### config.mk
export PLATFORM = sky130hd
export DESIGN_NAME = sync_length_frame_parser
export DESIGN_NICKNAME = d
export VERILOG_FILES = /design/src/rtl/slfp_pkg.sv /design/src/rtl/sync_length_frame_parser.sv
export SDC_FILE = /design/constraint.sdc
export NUM_CORES = 1
export LEC_CHECK = 0
export ABC_AREA = 1
export BUFFER_PORTS_ARGS = -buffer_cell sky130_fd_sc_hd__buf_4
export CORE_MARGIN = 3
export CORE_UTILIZATION = 38
export CTS_BUF_LIST = sky130_fd_sc_hd__clkbuf_4 sky130_fd_sc_hd__clkbuf_8 sky130_fd_sc_hd__clkbuf_16
export CTS_CLUSTER_SIZE = 12
export DETAILED_ROUTE_END_ITERATION = 8
export GPL_ROUTABILITY_DRIVEN = 0
export GPL_TIMING_DRIVEN = 0
export PLACE_DENSITY = 0.54
export SYNTH_ARGS = -nofsm -noshare
export SYNTH_HDL_FRONTEND = slang
export SYNTH_SLANG_ARGS = --single-unit
### constraint.sdc
create_clock -name clk -period 4.5 [get_ports clk]
set_input_delay 0.9 -clock clk [delete_from_list [all_inputs] [get_ports clk]]
set_output_delay 0.9 -clock clk [all_outputs]
set_load 0.01 [all_outputs]
### src/rtl/slfp_pkg.sv
// shared constants of the sync and length frame parser
package slfp_pkg;

    localparam int BYTE_BITS   = 8;
    localparam int LEN_BITS    = 16;
    localparam int PHASE_BITS  = 3;
    localparam int CFG_IDX_BITS = 2;
    localparam int CFG_DATA_BITS = 16;
    localparam int SHOW_BITS   = 32;

    // parser phases
    localparam logic [PHASE_BITS-1:0] PH_SYNC1 = 3'd0;
    localparam logic [PHASE_BITS-1:0] PH_SYNC2 = 3'd1;
    localparam logic [PHASE_BITS-1:0] PH_LENLO = 3'd2;
    localparam logic [PHASE_BITS-1:0] PH_LENHI = 3'd3;
    localparam logic [PHASE_BITS-1:0] PH_DATA  = 3'd4;

    // configuration register indexes
    localparam logic [CFG_IDX_BITS-1:0] CFG_SYNC_FIRST  = 2'd0;
    localparam logic [CFG_IDX_BITS-1:0] CFG_SYNC_SECOND = 2'd1;
    localparam logic [CFG_IDX_BITS-1:0] CFG_MAX_PAYLOAD = 2'd2;

    // configuration reset values
    localparam logic [BYTE_BITS-1:0] SYNC_FIRST_RST  = 8'd170;
    localparam logic [BYTE_BITS-1:0] SYNC_SECOND_RST = 8'd85;
    localparam logic [LEN_BITS-1:0]  MAX_PAYLOAD_RST = 16'd1024;

    // dropped byte counts
    localparam logic [2:0] DROP_NONE   = 3'd0;
    localparam logic [2:0] DROP_ONE    = 3'd1;
    localparam logic [2:0] DROP_TWO    = 3'd2;
    localparam logic [2:0] DROP_HEADER = 3'd4;

endpackage

### src/rtl/sync_length_frame_parser.sv
// sync and length prefixed frame parser with streamed payload and counters
//
//  channel | direction | signals                               | moves
//  in      | to block  | in_valid in_ready rx_byte             | one received word
//  cfg     | to block  | cfg_valid cfg_ready cfg_index cfg_data| one register write
//  out     | from block| out_valid out_ready payload_valid ... | one result word
//
//  one result per input word, through the input register and then the result register
//  sustained rate one word per cycle while the output is not stalled; the header
//  compare and counter step sit between the input register and the result register
//  a stalled output holds the result and the input register; in_ready drops
//  only when both are full and out_ready is low
//  rst_n clears phase, lengths, counters, input and out valid flags, loads config defaults
module sync_length_frame_parser #(
    parameter int COUNTER_BITS = 32
) (
    input  logic                                   clk,
    input  logic                                   rst_n,
    input  logic                                   in_valid,
    output logic                                   in_ready,
    input  logic [slfp_pkg::BYTE_BITS-1:0]         rx_byte,
    input  logic                                   cfg_valid,
    output logic                                   cfg_ready,
    input  logic [slfp_pkg::CFG_IDX_BITS-1:0]      cfg_index,
    input  logic [slfp_pkg::CFG_DATA_BITS-1:0]     cfg_data,
    output logic                                   out_valid,
    input  logic                                   out_ready,
    output logic                                   payload_valid,
    output logic [slfp_pkg::BYTE_BITS-1:0]         payload_byte,
    output logic                                   frame_last,
    output logic                                   empty_frame,
    output logic [slfp_pkg::SHOW_BITS-1:0]         dropped_count,
    output logic [slfp_pkg::SHOW_BITS-1:0]         frame_count
);

    localparam int ShowBits = (COUNTER_BITS < slfp_pkg::SHOW_BITS) ?
                              COUNTER_BITS : slfp_pkg::SHOW_BITS;

    logic [slfp_pkg::BYTE_BITS-1:0]  sync_first_reg;
    logic [slfp_pkg::BYTE_BITS-1:0]  sync_second_reg;
    logic [slfp_pkg::LEN_BITS-1:0]   max_payload_reg;

    logic                            s1_valid_reg;
    logic [slfp_pkg::BYTE_BITS-1:0]  s1_byte_reg;
    logic                            s1_move;

    logic [slfp_pkg::PHASE_BITS-1:0] phase_reg, phase_next;
    logic [slfp_pkg::LEN_BITS-1:0]   expected_length_reg, expected_length_next;
    logic [slfp_pkg::LEN_BITS-1:0]   received_count_reg, received_count_next;
    logic [COUNTER_BITS-1:0]         dropped_total_reg, dropped_total_next;
    logic [COUNTER_BITS-1:0]         frames_total_reg, frames_total_next;
    logic [2:0]                      drop_n;
    logic                            frame_done;
    logic [slfp_pkg::LEN_BITS-1:0]   full_length;
    logic [slfp_pkg::LEN_BITS-1:0]   count_inc;

    logic                            out_valid_reg;
    logic                            payload_valid_reg, payload_valid_next;
    logic [slfp_pkg::BYTE_BITS-1:0]  payload_byte_reg, payload_byte_next;
    logic                            frame_last_reg, frame_last_next;
    logic                            empty_frame_reg, empty_frame_next;

    assign cfg_ready = 1'b1;
    assign s1_move   = s1_valid_reg && (!out_valid_reg || out_ready);
    assign in_ready  = !s1_valid_reg || s1_move;

    // configuration registers
    always_ff @(posedge clk or negedge rst_n)
    begin
        if (!rst_n)
        begin
            sync_first_reg  <= slfp_pkg::SYNC_FIRST_RST;
            sync_second_reg <= slfp_pkg::SYNC_SECOND_RST;
            max_payload_reg <= slfp_pkg::MAX_PAYLOAD_RST;
        end
        else if (cfg_valid)
        begin
            unique case (cfg_index)
                slfp_pkg::CFG_SYNC_FIRST:
                    sync_first_reg <= cfg_data[slfp_pkg::BYTE_BITS-1:0];
                slfp_pkg::CFG_SYNC_SECOND:
                    sync_second_reg <= cfg_data[slfp_pkg::BYTE_BITS-1:0];
                slfp_pkg::CFG_MAX_PAYLOAD:
                    max_payload_reg <= cfg_data;
                default:
                begin
                end
            endcase
        end
    end

    // input register
    always_ff @(posedge clk or negedge rst_n)
    begin
        if (!rst_n)
        begin
            s1_valid_reg <= 1'b0;
        end
        else if (in_ready)
        begin
            s1_valid_reg <= in_valid;
        end
    end

    always_ff @(posedge clk)
    begin
        if (in_valid && in_ready)
        begin
            s1_byte_reg <= rx_byte;
        end
    end

    assign full_length = {s1_byte_reg, expected_length_reg[slfp_pkg::BYTE_BITS-1:0]};
    assign count_inc   = received_count_reg + slfp_pkg::LEN_BITS'(1);

    // per word parse step
    always_comb
    begin
        phase_next           = phase_reg;
        expected_length_next = expected_length_reg;
        received_count_next  = received_count_reg;
        drop_n               = slfp_pkg::DROP_NONE;
        frame_done           = 1'b0;
        payload_valid_next   = 1'b0;
        payload_byte_next    = '0;
        frame_last_next      = 1'b0;
        empty_frame_next     = 1'b0;
        unique case (phase_reg)
            slfp_pkg::PH_SYNC2:
            begin
                if (s1_byte_reg == sync_second_reg)
                begin
                    phase_next = slfp_pkg::PH_LENLO;
                end
                else if (s1_byte_reg == sync_first_reg)
                begin
                    drop_n = slfp_pkg::DROP_ONE;
                end
                else
                begin
                    drop_n     = slfp_pkg::DROP_TWO;
                    phase_next = slfp_pkg::PH_SYNC1;
                end
            end
            slfp_pkg::PH_LENLO:
            begin
                expected_length_next = {{slfp_pkg::BYTE_BITS{1'b0}}, s1_byte_reg};
                phase_next           = slfp_pkg::PH_LENHI;
            end
            slfp_pkg::PH_LENHI:
            begin
                received_count_next = '0;
                if (full_length > max_payload_reg)
                begin
                    drop_n               = slfp_pkg::DROP_HEADER;
                    phase_next           = slfp_pkg::PH_SYNC1;
                    expected_length_next = '0;
                end
                else if (full_length == '0)
                begin
                    frame_last_next      = 1'b1;
                    empty_frame_next     = 1'b1;
                    frame_done           = 1'b1;
                    phase_next           = slfp_pkg::PH_SYNC1;
                    expected_length_next = '0;
                end
                else
                begin
                    expected_length_next = full_length;
                    phase_next           = slfp_pkg::PH_DATA;
                end
            end
            slfp_pkg::PH_DATA:
            begin
                payload_valid_next  = 1'b1;
                payload_byte_next   = s1_byte_reg;
                received_count_next = count_inc;
                if (count_inc == expected_length_reg)
                begin
                    frame_last_next      = 1'b1;
                    frame_done           = 1'b1;
                    phase_next           = slfp_pkg::PH_SYNC1;
                    expected_length_next = '0;
                    received_count_next  = '0;
                end
            end
            default:
            begin
                if (s1_byte_reg == sync_first_reg)
                begin
                    phase_next = slfp_pkg::PH_SYNC2;
                end
                else
                begin
                    phase_next = slfp_pkg::PH_SYNC1;
                    drop_n     = slfp_pkg::DROP_ONE;
                end
            end
        endcase
        dropped_total_next = dropped_total_reg + COUNTER_BITS'(drop_n);
        frames_total_next  = frames_total_reg + COUNTER_BITS'(frame_done);
    end

    // parser state
    always_ff @(posedge clk or negedge rst_n)
    begin
        if (!rst_n)
        begin
            phase_reg           <= slfp_pkg::PH_SYNC1;
            expected_length_reg <= '0;
            received_count_reg  <= '0;
            dropped_total_reg   <= '0;
            frames_total_reg    <= '0;
        end
        else if (s1_move)
        begin
            phase_reg           <= phase_next;
            expected_length_reg <= expected_length_next;
            received_count_reg  <= received_count_next;
            dropped_total_reg   <= dropped_total_next;
            frames_total_reg    <= frames_total_next;
        end
    end

    // result register
    always_ff @(posedge clk or negedge rst_n)
    begin
        if (!rst_n)
        begin
            out_valid_reg <= 1'b0;
        end
        else if (!out_valid_reg || out_ready)
        begin
            out_valid_reg <= s1_valid_reg;
        end
    end

    always_ff @(posedge clk)
    begin
        if (s1_move)
        begin
            payload_valid_reg <= payload_valid_next;
            payload_byte_reg  <= payload_byte_next;
            frame_last_reg    <= frame_last_next;
            empty_frame_reg   <= empty_frame_next;
        end
    end

    assign out_valid     = out_valid_reg;
    assign payload_valid = payload_valid_reg;
    assign payload_byte  = payload_byte_reg;
    assign frame_last    = frame_last_reg;
    assign empty_frame   = empty_frame_reg;
    assign dropped_count = slfp_pkg::SHOW_BITS'(dropped_total_reg[ShowBits-1:0]);
    assign frame_count   = slfp_pkg::SHOW_BITS'(frames_total_reg[ShowBits-1:0]);

    // checks
    a_phase_legal: assert property (@(posedge clk) disable iff (!rst_n)
        phase_reg == slfp_pkg::PH_SYNC1 || phase_reg == slfp_pkg::PH_SYNC2 ||
        phase_reg == slfp_pkg::PH_LENLO || phase_reg == slfp_pkg::PH_LENHI ||
        phase_reg == slfp_pkg::PH_DATA)
        else $error("parser phase left the legal set");

    a_data_count: assert property (@(posedge clk) disable iff (!rst_n)
        phase_reg == slfp_pkg::PH_DATA |->
        expected_length_reg != '0 && received_count_reg < expected_length_reg)
        else $error("payload count passed the frame length");

    a_empty_shape: assert property (@(posedge clk) disable iff (!rst_n)
        s1_move && empty_frame_next |-> frame_last_next && !payload_valid_next)
        else $error("empty frame result without last mark or with payload");

    a_frame_count: assert property (@(posedge clk) disable iff (!rst_n)
        s1_move && frame_last_next |=>
        frames_total_reg == $past(frames_total_reg) + COUNTER_BITS'(1))
        else $error("frame counter did not step on a completed frame");

    a_hold_stall: assert property (@(posedge clk) disable iff (!rst_n)
        !s1_move |=> $stable(phase_reg) && $stable(dropped_total_reg))
        else $error("parser state moved without a word");

endmodule
======== After elaboration in Yosys (flattened, before gate mapping) ========
Index checks and enable logic that the tools add are counted.
storage, ports and cells
  flip-flop bits (word level) ............. 152
  latch bits .............................. 0
  RAM bits ................................ 0
  ROM bits ................................ 0
  input port bits ......................... 31
  output and inout port bits .............. 78
  word-level logic and storage cells ...... 73
  memories kept ........................... 0
cells by class
  add/subtract/negate cells ............... 3
  multiply operators ...................... 0
  divide/modulo/power cells ............... 0
  order comparisons ....................... 1
  equality and inequality tests ........... 12
  shift operators ......................... 0
  muxes and demuxes ....................... 23
  bitwise gates (word level) .............. 0
  reductions and logical operators ........ 18
operators by type and width
  cell                                                 number
  two-way mux 16 bit                                   4
  one-hot mux 16 bit (3 select lines)                  1
  adder 32 x 1 -> 32 bit                               1
  adder 32 x 3 -> 32 bit                               1
  one-hot mux 16 bit (2 select lines)                  1
  two-way mux 3 bit                                    6
  adder 16 x 1 -> 16 bit, second input constant        1
  equality test 16 bit                                 1
  equality test 8 bit                                  2
  greater-than comparator 16 bit                       1
  zero test 16 bit                                     1
  one-hot mux 3 bit (4 select lines)                   1
  one-hot mux 3 bit (3 select lines)                   1
  AND reduction 2 bit                                  4
  equality test 3 x 2 -> 1 bit, second input constant  2
  two-way mux 1 bit                                    6
  != test 3 bit, second input constant                 2
  AND reduction 3 bit                                  2
  two-way mux 2 bit                                    2
  AND reduction 4 bit                                  1
  equality test 3 x 1 -> 1 bit, second input constant  1
  equality test 3 bit, second input constant           1
  nonzero test 3 bit                                   1
  equality test 2 x 1 -> 1 bit, second input constant  1
  9 further kinds                                      12

======== Logic depth before layout (Yosys ltp) ========
Gate-level depths: netlist (run 1).
  depth after elaboration ................. 5
  depth in mapped cells ................... 28
  depth with buffers taken out ............ 28

======== Worst setup path before layout (run 1) ========
Ideal clock, no wire load.
  path type ............................... register -> register
  start point ............................. reg phase_reg[1] in the netlist's numbering
  end point ............................... reg dropped_total_reg[28], in the netlist dropped_count[28]
  setup time .............................. 126 ps
  arrival ................................. 3312 ps
  data required time ...................... 4374 ps
  slack ................................... 1062 ps
  cell stages (with the launch flop) ...... 21
  path buffers ............................ 1
  clock period less this slack ............ 3438 ps
  path through ............................ dfrtp_1 > nor3_4 > inv_2 > nand2_2 > nor2_1 > inv_1 > buf_2 > nor2_1 > mux2i_1 > ha_1 > inv_1 > fa_1 > o21ai_0 > nand2_1 > nor3_4 > nand2_1 > nor2_1 > nand2_1 > nor3_2 > nand3_1 > xnor2_1
on the way
  cells in the longest elaborated chain, start to end .. 4
  elaborated cells between the ends (all ways) .. 7
  those cells by class .................... 1 x add/sub; 4 x eq/ne; 1 x mux; 1 x reduce/logical
RTL lines
  what                                                                 line                             source
  start: declaration                                                   sync_length_frame_parser.sv:47   logic [slfp_pkg::PHASE_BITS-1:0] phase_reg, phase_next;
  start signal: assignment                                             sync_length_frame_parser.sv:209  phase_reg <= slfp_pkg::PH_SYNC1;
  start signal: assignment                                             sync_length_frame_parser.sv:217  phase_reg <= phase_next;
  equality test 3 bit or equality test 3 x 2 -> 1 bit (tied branches)  sync_length_frame_parser.sv:128  unique case (phase_reg)
  OR reduction 2 bit (no line)                                         --
  one-hot mux 3 bit (3 select lines) (*)                               sync_length_frame_parser.sv:128
  adder 32 x 3 -> 32 bit (*)                                           sync_length_frame_parser.sv:200  dropped_total_next = dropped_total_reg + COUNTER_BITS'(drop_n);
  end signal: assignment                                               sync_length_frame_parser.sv:220  dropped_total_reg <= dropped_total_next;
  end: declaration                                                     sync_length_frame_parser.sv:50   logic [COUNTER_BITS-1:0] dropped_total_reg, dropped_total_next;
Every way passes the cells marked *; elsewhere a longest branch is shown, timed or not.
A chain may end at the register's enable or synchronous reset.

======== Final worst setup path (run 1) ========
  start point ............................. reg s1_byte_reg[1] in the netlist's numbering
  end point ............................... reg dropped_total_reg[28], in the netlist dropped_count[28]
on the way
  cells in the longest elaborated chain, start to end .. 5
  elaborated cells between the ends (all ways) .. 9
  those cells by class .................... 1 x add/sub; 1 x order compare; 2 x eq/ne; 5 x mux
RTL lines
  what                                                                                    line                             source
  start: declaration                                                                      sync_length_frame_parser.sv:44   logic [slfp_pkg::BYTE_BITS-1:0] s1_byte_reg;
  start signal: assignment                                                                sync_length_frame_parser.sv:109  s1_byte_reg <= rx_byte;
  parallel branches: the longest is 3 deep, another holds greater-than comparator 16 bit  --
  one-hot mux 3 bit (3 select lines) (*)                                                  sync_length_frame_parser.sv:128
  adder 32 x 3 -> 32 bit (*)                                                              sync_length_frame_parser.sv:200
Every way passes the cells marked *.

==> results.md, run 1 <==
- Design area: 0.00998 mm2
- Layout cells sized above 1: 0.189
- # rows: 53
- RSZ-0062 raised after global routing: false
- CP cell instances: inv_1 > or2_2 > nand4_1 > nor4_2 > nand3_1 > mux2i_1 > ha_1 > inv_1 > fa_1 > o21ai_0 > nand2_1 > nor3_4 > nand2_1 > nor2_1 > nand2_1 > nor3_2 > nand3_1 > xnor2_1
- Setup CP Type: reg2reg
- Drc violations: 0
- Worst slew pin tran: 0.525 ns
- Initial antenna violation count: 0
- Final Power: 0.00338 W
- Final Setup Violations: 0
- Chip height: 153 um
- Final Hold Vio Count: 0
- Final min period: 3.99 ns
- Cell mode on critical path: nand2_1
- Fin crit share: 0.887
- Routed WL per cell: 14.8 um
- Avg Inst Size Synth: 8.56 um2
- Worst Reg-to-Reg Cells: 18
- Setup Skew: 0.0127 ns
- Setup_tns: 0 ns
- Post-synth top area share: 0.379
- Grt total ovfl: 0
- Initial DRC Count: 316
- WP data arrival: 4.30 ns
- Vias in the first global route: 6672
- CTS tree: done
- Vias: 6632
- Post-synth EDFFs: 19
- Total Nets Final: 1139
- Total wire length: 20300 um
- Total track usage: 0.178
- Min-delay worst type: in2async
- Critical path's slowest cell: edfxtp_1
- Slowest stage delay, CP: 0.47 ns
- Area grow syn2layout: 21.9%
- Highest Clock Rate: 251 MHz
- Post-DRT Antenna Nets: 0
- Max Buffers Root-to-Sink: 2
- Sequential area share after synthesis: 0.477
- CTS H-tree depth: 4
- I/O Buffers: 107
- Synth cell types: 45
- Synth top area cells: dfrtp_1, nand2_1, edfxtp_1
- Leakage: 5.06 nW
- Clk sinks: 152
- Post-synth ARST share: 0.875
- Synth top cells by count: nand2_1, dfrtp_1, inv_1, nor2_1, nand3_1
- Hpwl dp: 15200 um
- Most common cell in the netlist: nand2_1
- Initial Util: 0.388
- WP data required: 4.81 ns
- Synthesized Nets: 1011
- Register bit total from synthesis: 152
- Power per cell area: 338 mW/mm2
- VDD IR max: 0.254 mV
- Critical path startpoint category: register
- Die Wd: 153 um
- Antenna Cells: 0
- Critical path fanouts, max: 6
- Pre-antenna DRT Iters: 6
- Total CTS buffers: 17
- Finished Core Util: 0.473
- Cts hold-fix bufs: 0
- Worst relative slew slack: 0.645
- Root buf cell: clkbuf_16
- Core Area: 0.0211 mm2
- Max Transition Viols Final: 0
- Die ar.: 0.0234 mm2
- Dpl cell area: 0.00937 mm2
- Outcome: complete, no violations
- Ys Warns: 0
- Top_reg_cell synth: dfrtp_1
- Hold Worst Slack: 0.411 ns
- Syn Inst Count: 957
- Synthesized area: 0.00819 mm2
- CP Capture Type: register
- Max-cap check violation count: 0
- # IOs: 109
- Vias per cell: 4.83
- Cell taking the most area after synthesis: dfrtp_1
- Maximum number of pins on one net before global-route repair: 90
- Clock-pin slew on the worst setup and hold paths: 0.07 ns
- Clock Latency Late Sink: 0.43 ns
- First-pass GRT wire length: 33800 um
## final timing paths
check / startpoint / slack (ns) / endpoint
worst min-delay path: rst_n / 0.41 / max_payload_reg[3]
max in group asynchronous: rst_n / 3.28 / expected_length_reg[9]
worst max register to register: s1_byte_reg[1] / 0.51 / dropped_count[28]
min in group clk: frame_count[31] / 0.47 / frame_count[31]
worst min register to register: frame_count[31] / 0.47 / frame_count[31]
worst max-delay path: s1_byte_reg[1] / 0.51 / dropped_count[28]
## layer usage
| metal | track usage | share of wire |
|---|---|---|
| met5 | 0 | 0 |
| met4 | 0.0433 | 0.013 |
| met3 | 0.0430 | 0.047 |
| met2 | 0.283 | 0.46 |
| met1 | 0.248 | 0.48 |
## per-stage QoR
step | instances | setup slack (ns)
after floorplan | 957 | 1.06
after global placement | 1339 | 0.205
after detailed placement | 1340 | 0.229
after CTS | 1372 | 0.213
after global routing | 1373 | 0.130
final | 1373 | 0.509
## critical path: cells and delay by family, from the launching register on
family / cells / cell delay (ns)
and+or+nand+nor: 11 / 2.00
adders and majority gates: 2 / 0.60
DFF: 1 / 0.47
buffers and inverters: 2 / 0.31
muxes: 1 / 0.19
AOI/OAI and AO/OA: 1 / 0.17
xor gates and xnor gates: 1 / 0.14
## cells by family after synthesis
| group | share of synthesized area |
|---|---|
| DFF | 0.477 |
| muxes | 0.00122 |
| and+or+nand+nor | 0.285 |
| adders and majority gates | 0.0360 |
| xor gates and xnor gates | 0.0840 |
| other | 0.000458 |
| AOI/OAI and AO/OA | 0.0480 |
| buffers and inverters | 0.0683 |
## layout by cell type (no fill, tap or decap), drive strengths merged, types with 5 or more instances in the layout
cell type	synthesis	final
a21oi	20	20
buf	10	119
clkbuf	5	25
dfrtp	124	124
dfstp	9	9
edfxtp	19	19
ha	22	22
inv	120	127
nand2	248	248
nand3	61	61
nand4	44	44
nor2	94	94
nor3	29	29
nor4	6	6
o21ai	35	35
o22ai	14	14
or2	5	5
xnor2	32	32
xor2	44	44
## power by group
part           switching (W)  internal, W
registers          0.0000628      0.00149
logic               0.000224     0.000158
clock network       0.000622     0.000825
total               0.000909      0.00247
## cell type report
cell class	count	area [um2]
Fill cell	2111	11100
Sequential cell	152	3910
Multi-Input combinational cell	668	3730
Timing Repair Buffer	109	842
Clock buffer	20	465
Inverter	122	459
Tap cell	275	344
Clock inverter	12	129
Buffer	15	100
## repair_timing
item	4_1_cts	5_1_grt
resized for setup	0	2
buffers inserted	0	1
endpoints found under the setup margin	0	1
(Power assumes the default switching activity.)
==> inputs of run 2 (changes only) <==
--- a/config.mk
+++ b/config.mk
@@ -7,6 +7,7 @@
 export LEC_CHECK = 0
 export ABC_AREA = 1
 export BUFFER_PORTS_ARGS = -buffer_cell sky130_fd_sc_hd__buf_4
+export CORE_ASPECT_RATIO = 0.7
 export CORE_MARGIN = 3
 export CORE_UTILIZATION = 38
 export CTS_BUF_LIST = sky130_fd_sc_hd__clkbuf_4 sky130_fd_sc_hd__clkbuf_8 sky130_fd_sc_hd__clkbuf_16
==> results.md, run 2 (same netlist as run 1, synthesis figures left out) <==
- First-pass GRT wire length: 33900 um (+0.20%)
- Layout cells sized above 1: 0.188 (-0.000911)
- Setup_tns: 0 ns (unchanged)
- Fin crit share: 0.904 (+0.0174)
- VDD IR max: 0.278 mV (+9.5%)
- Setup CP Type: reg2reg
- Root buf cell: clkbuf_16
- Worst relative slew slack: 0.610 (-0.0354)
- Clock Latency Late Sink: 0.43 ns (about the same)
- Routed WL per cell: 15.1 um (+2.1%)
- # rows: 44 (-17%)
- CTS H-tree depth: 4 (unchanged)
- Met2 Wirelength: 8390 um (-11%)
- Max Transition Viols Final: 0 (unchanged)
- Commonest non-fill, non-tap cell in the layout: nand2_1
- Worst Reg-to-Reg Cells: 21 (+3)
- Clk sinks: 152 (unchanged)
- Hpwl dp: 15700 um (+3.3%)
- Chip height: 129 um (-16%)
- Power per cell area: 340 mW/mm2 (+0.42%)
- Critical path's slowest cell: dfrtp_1
- Initial DRC Count: 482 (+53%)
- Met3 WL post-DR: 867 um (-9.3%)
- Area grow syn2layout: 21.9% (about the same)
- Final Setup Violations: 0 (unchanged)
- Antenna Cells: 0 (unchanged)
- Final min period: 4.07 ns (+0.0785 ns)
- Highest Clock Rate: 246 MHz (-1.9%)
- Critical path fanouts, max: 10 (+4)
- Vias: 6627 (-0.075%)
- Cts hold-fix bufs: 0 (unchanged)
- Max-cap check violation count: 0 (unchanged)
- CTS tree: done
- Die ar.: 0.0234 mm2 (+0.12%)
- Max Buffers Root-to-Sink: 2 (unchanged)
- Critical path startpoint category: register
- Drc violations: 0 (unchanged)
- Total track usage: 0.183 (+0.00488)
- Total CTS buffers: 17 (unchanged)
- Commonest cells after routing, fill and taps aside: nand2_1, dfrtp_1, inv_1, buf_4, nor2_1
- Final Hold Vio Count: 0 (unchanged)
- Post-DRT Antenna Nets: 0 (unchanged)
- Top layer in use: met4
- Total wire length: 20800 um (+2.2%)
- Clock-pin slew on the worst setup and hold paths: 0.06 ns (about the same)
- # IOs: 109 (unchanged)
- Total Nets Final: 1139 (unchanged)
- Min-delay worst type: in2async
- Outcome: complete, no violations
- Cell mode on critical path: inv_1
- Die Wd: 181 um (+19%)
- Vias per cell: 4.82 (-0.15%)
- Core Area: 0.0210 mm2 (-0.53%)
- Worst slew pin tran: 0.577 ns (+0.0523 ns)
- Initial Util: 0.391 (+0.00209)
- Metal-1 WL: 11300 um (+16%)
- Leakage: 5.07 nW (+0.22%)
- Maximum number of pins on one net before global-route repair: 85 (-5.6%)
- CP cell instances: inv_1 > nor3_1 > inv_1 > nand2_2 > nor2_1 > inv_1 > buf_2 > nor2_1 > mux2i_1 > ha_1 > inv_1 > fa_1 > o21ai_0 > nand2_1 > nor3_4 > nand2_1 > nor2_1 > nand2_1 > nor3_2 > nand3_1 > xnor2_1
- CP Capture Type: register
- WP data required: 4.82 ns (about the same)
- Pre-antenna DRT Iters: 5 (-1)
- Grt total ovfl: 0 (unchanged)
- Filler cell count: 2060 (-2.4%)
- Hold Worst Slack: 0.425 ns (+0.0138 ns)
- Vias in the first global route: 6367 (-4.6%)
- RSZ-0062 raised after global routing: false
- Slowest stage delay, CP: 0.42 ns (-0.05 ns)
- Setup Skew: 0.0128 ns (+0.0000558 ns)
- Initial antenna violation count: 0 (unchanged)
- WP data arrival: 4.39 ns (+0.09 ns)
- I/O Buffers: 107 (unchanged)
## run 2: cell count changes in the layout (fill, tap and decap cells not counted), moves of 2 or more
cell	delta
clkinv_4	+2
clkinv_2	+5
clkinvlp_4	-2
inv_8	-2
clkbuf_4	-2
## run 2: layer usage
metal,up-vias,track usage
li1,3375,-
met1,3118,0.284
met4,0,0.0546
met3,16,0.0365
met2,118,0.256
met5,-,0
## run 2: report_power, final
group	internal (W)	switching, W	total [W]
logic	0.000160	0.000232	0.000391
clock network	0.000836	0.000613	0.00145
registers	0.00149	0.0000644	0.00155
## run 2: repair_timing
item / in CTS / in global routing
setup buffers: 0 / 1
endpoints found under the hold margin: 0 / 0
gates resized for setup: 0 / 2
endpoints found under the setup margin: 0 / 3
## run 2: worst paths after layout
kind,from,endpoint,slack (ns)
setup / recovery,phase_reg[1],dropped_count[28],0.43
setup reg to reg,phase_reg[1],dropped_count[28],0.43
hold / removal,rst_n,received_count_reg[5],0.42
hold reg to reg,frame_count[31],frame_count[31],0.48
max in group asynchronous,rst_n,sync_first_reg[7],3.25
min in group clk,frame_count[31],frame_count[31],0.48
## run 2: critical path: cells and delay by family (launching register included)
| kind | cells | cell delay (ns) |
|---|---|---|
| AND/OR/NAND/NOR | 11 | 1.88 |
| adder cells (fa/ha/maj) | 2 | 0.59 |
| buffers and inverters | 5 | 0.55 |
| flip-flops | 1 | 0.42 |
| AO/OA/AOI/OAI | 1 | 0.19 |
| multiplexers | 1 | 0.18 |
| XOR/XNOR | 1 | 0.14 |
## run 2: area by class of cell
class | instances | area, um2 | area share
sequential | 152 | 3910 | 0.392
inverter | 122 | 459 | 0.0460
multi-input combinational | 668 | 3740 | 0.374
tap | 276 | 345 | 0.0346
timing repair buffer | 109 | 842 | 0.0844
clock buffer | 18 | 439 | 0.0440
buffer | 15 | 100 | 0.0100
clock inverter | 14 | 149 | 0.0149
## run 2: through the flow
stage	power, W	area (um2)	setup slack [ns]	std cells	util
final	0.00339	9980	0.431	1374	0.476
after detailed placement	0.00197	9370	0.204	1341	0.447
after global placement	0.00196	9340	0.243	1340	0.445
after global routing	0.00355	9980	0.0244	1374	0.476
after CTS	0.00342	9960	0.180	1373	0.475
after floorplan	0.00179	8190	1.06	957	-
==> inputs of run 3 (changes only) <==
--- a/config.mk
+++ b/config.mk
@@ -10,12 +10,12 @@
 export CORE_ASPECT_RATIO = 0.7
 export CORE_MARGIN = 3
 export CORE_UTILIZATION = 38
-export CTS_BUF_LIST = sky130_fd_sc_hd__clkbuf_4 sky130_fd_sc_hd__clkbuf_8 sky130_fd_sc_hd__clkbuf_16
 export CTS_CLUSTER_SIZE = 12
 export DETAILED_ROUTE_END_ITERATION = 8
 export GPL_ROUTABILITY_DRIVEN = 0
 export GPL_TIMING_DRIVEN = 0
 export PLACE_DENSITY = 0.54
+export SLEW_MARGIN = 20
 export SYNTH_ARGS = -nofsm -noshare
 export SYNTH_HDL_FRONTEND = slang
 export SYNTH_SLANG_ARGS = --single-unit
==> results.md, run 3 (same netlist as run 1, synthesis figures left out) <==
- Outcome: complete, no violations
- Final Hold Vio Count: 0 (unchanged)
- Total CTS buffers: 17 (unchanged)
- Total wire length: 20800 um (about the same)
- First-pass GRT wire length: 33900 um (unchanged)
- CTS H-tree depth: 4 (unchanged)
- Setup Skew: 0.0128 ns (unchanged)
- Critical path's slowest cell: dfrtp_1
- Worst Reg-to-Reg Cells: 21 (unchanged)
- Finished Core Util: 0.476 (about the same)
- Clock-pin slew on the worst setup and hold paths: 0.06 ns (about the same)
- Max Buffers Root-to-Sink: 2 (unchanged)
- Critical path fanouts, max: 10 (unchanged)
- Max-cap check violation count: 0 (unchanged)
- Total track usage: 0.183 (unchanged)
- WP data arrival: 4.39 ns (about the same)
- Worst Path Buf+Inv: 5 (unchanged)
- GR Util met3: 0.0365 (unchanged)
- Vias in the first global route: 6367 (unchanged)
- Pre-antenna DRT Iters: 5 (unchanged)
- Antenna Cells: 0 (unchanged)
- Power per cell area: 340 mW/mm2 (about the same)
- Final min period: 4.07 ns (unchanged)
- CTS tree: done
- Top delay family on crit path: simple AND/OR/NAND/NOR gates
- Sequential Area: 0.00391 mm2 (unchanged)
- Commonest non-fill, non-tap cell in the layout: nand2_1
- Vias per cell: 4.82 (about the same)
- Core Area: 0.0210 mm2 (unchanged)
- Fin crit share: 0.904 (unchanged)
- Clock Latency Late Sink: 0.43 ns (about the same)
- Critical path startpoint category: register
- Drc violations: 0 (unchanged)
- I/O Buffers: 107 (unchanged)
- Hpwl dp: 15700 um (about the same)
- Total Nets Final: 1139 (unchanged)
- Worst slew pin tran: 0.577 ns (unchanged)
- Worst relative slew slack: 0.610 (unchanged)
- Leakage: 5.07 nW (about the same)
- Maximum number of pins on one net before global-route repair: 85 (unchanged)
- Layout cells sized above 1: 0.188 (unchanged)
- Routed WL per cell: 15.1 um (about the same)
- RSZ-0062 raised after global routing: false
- Commonest cells after routing, fill and taps aside: nand2_1, dfrtp_1, inv_1, buf_4, nor2_1
- CP cell instances: inv_1 > nor3_1 > inv_1 > nand2_2 > nor2_1 > inv_1 > buf_2 > nor2_1 > mux2i_1 > ha_1 > inv_1 > fa_1 > o21ai_0 > nand2_1 > nor3_4 > nand2_1 > nor2_1 > nand2_1 > nor3_2 > nand3_1 > xnor2_1
- Chip height: 129 um (unchanged)
- VDD IR max: 0.278 mV (unchanged)
- Met1 Track Usage GR: 0.284 (unchanged)
- Highest Clock Rate: 246 MHz (unchanged)
- Clk sinks: 152 (unchanged)
- Die ar.: 0.0234 mm2 (unchanged)
- CP Capture Type: register
- Stages on worst setup path: 21 (unchanged)
- Max Transition Viols Final: 0 (unchanged)
- Final Setup Violations: 0 (unchanged)
- Filler cell count: 2058 (-0.097%)
- WP data required: 4.82 ns (about the same)
- Cell mode on critical path: inv_1
- Post-DRT Antenna Nets: 0 (unchanged)
- R2r setup slk: 0.43 ns (about the same)
- Die Wd: 181 um (unchanged)
- Area grow syn2layout: 21.9% (about the same)
- GRT Max-Usage Layer: met1
- Initial DRC Count: 482 (unchanged)
- Setup_tns: 0 ns (unchanged)
- Root buf cell: clkbuf_16
- # IOs: 109 (unchanged)
- Initial Util: 0.391 (unchanged)
- Initial antenna violation count: 0 (unchanged)
- Vias: 6628 (+0.015%)
- Grt total ovfl: 0 (unchanged)
- # rows: 44 (unchanged)
- Setup CP Type: reg2reg
- Min-delay worst type: in2async
- Slowest stage delay, CP: 0.42 ns (about the same)
- Multi-input gate area: 0.00374 mm2 (unchanged)
- Met2 capacity usage during global routing: 0.256 (unchanged)
[run 3: path summary, 6_finish.rpt]
check | from | to
max | phase_reg[1] | dropped_count[28]
min | rst_n | received_count_reg[5]
max reg2reg | phase_reg[1] | dropped_count[28]
min reg2reg | frame_count[31] | frame_count[31]
max in group asynchronous | rst_n | sync_first_reg[7]
min in group clk | frame_count[31] | frame_count[31]
[run 3: routing by layer]
metal / routed length (um) / vias up / part of all wire
li1: - / 3375 / -
met1: 11300 / 3119 / 0.54
met5: 0 / - / 0
met2: 8390 / 118 / 0.40
met4: 249 / 0 / 0.012
met3: 866 / 16 / 0.042
[run 3: where the power goes]
| group | internal (W) | switching, W | leakage, nW | total [W] |
|---|---|---|---|---|
| sequential | 0.00149 | 0.0000644 | 1.82 | 0.00155 |
| combinational | 0.000160 | 0.000231 | 2.95 | 0.000392 |
| clock | 0.000836 | 0.000613 | 0.296 | 0.00145 |
[run 3: final cells by class]
type	instances	area share
Tap cell	276	0.0346
Clock buffer	18	0.0440
Multi-Input combinational cell	668	0.374
Buffer	15	0.0100
Clock inverter	14	0.0149
Sequential cell	152	0.392
Timing Repair Buffer	109	0.0847
Inverter	122	0.0460
[run 3: stage by stage]
step           worst slack [ns]  instance area, um2  hold WS (ns)  total power [W]  std cells
5_1_grt                  0.0244                9990         0.404          0.00355       1374
3_5_place_dp              0.204                9380         0.462          0.00197       1341
3_3_place_gp              0.243                9340         0.469          0.00196       1340
2_1_floorplan              1.06                8190         0.453          0.00179        957
4_1_cts                   0.180                9960         0.392          0.00342       1373
6_report                  0.431                9990         0.383          0.00339       1374
[run 3: what timing repair did]
item | 4_1_cts | 5_1_grt
setup buffers | 0 | 1
endpoints found under the setup margin | 0 | 3
hold buffers | 0 | 0
gates resized for setup | 0 | 2
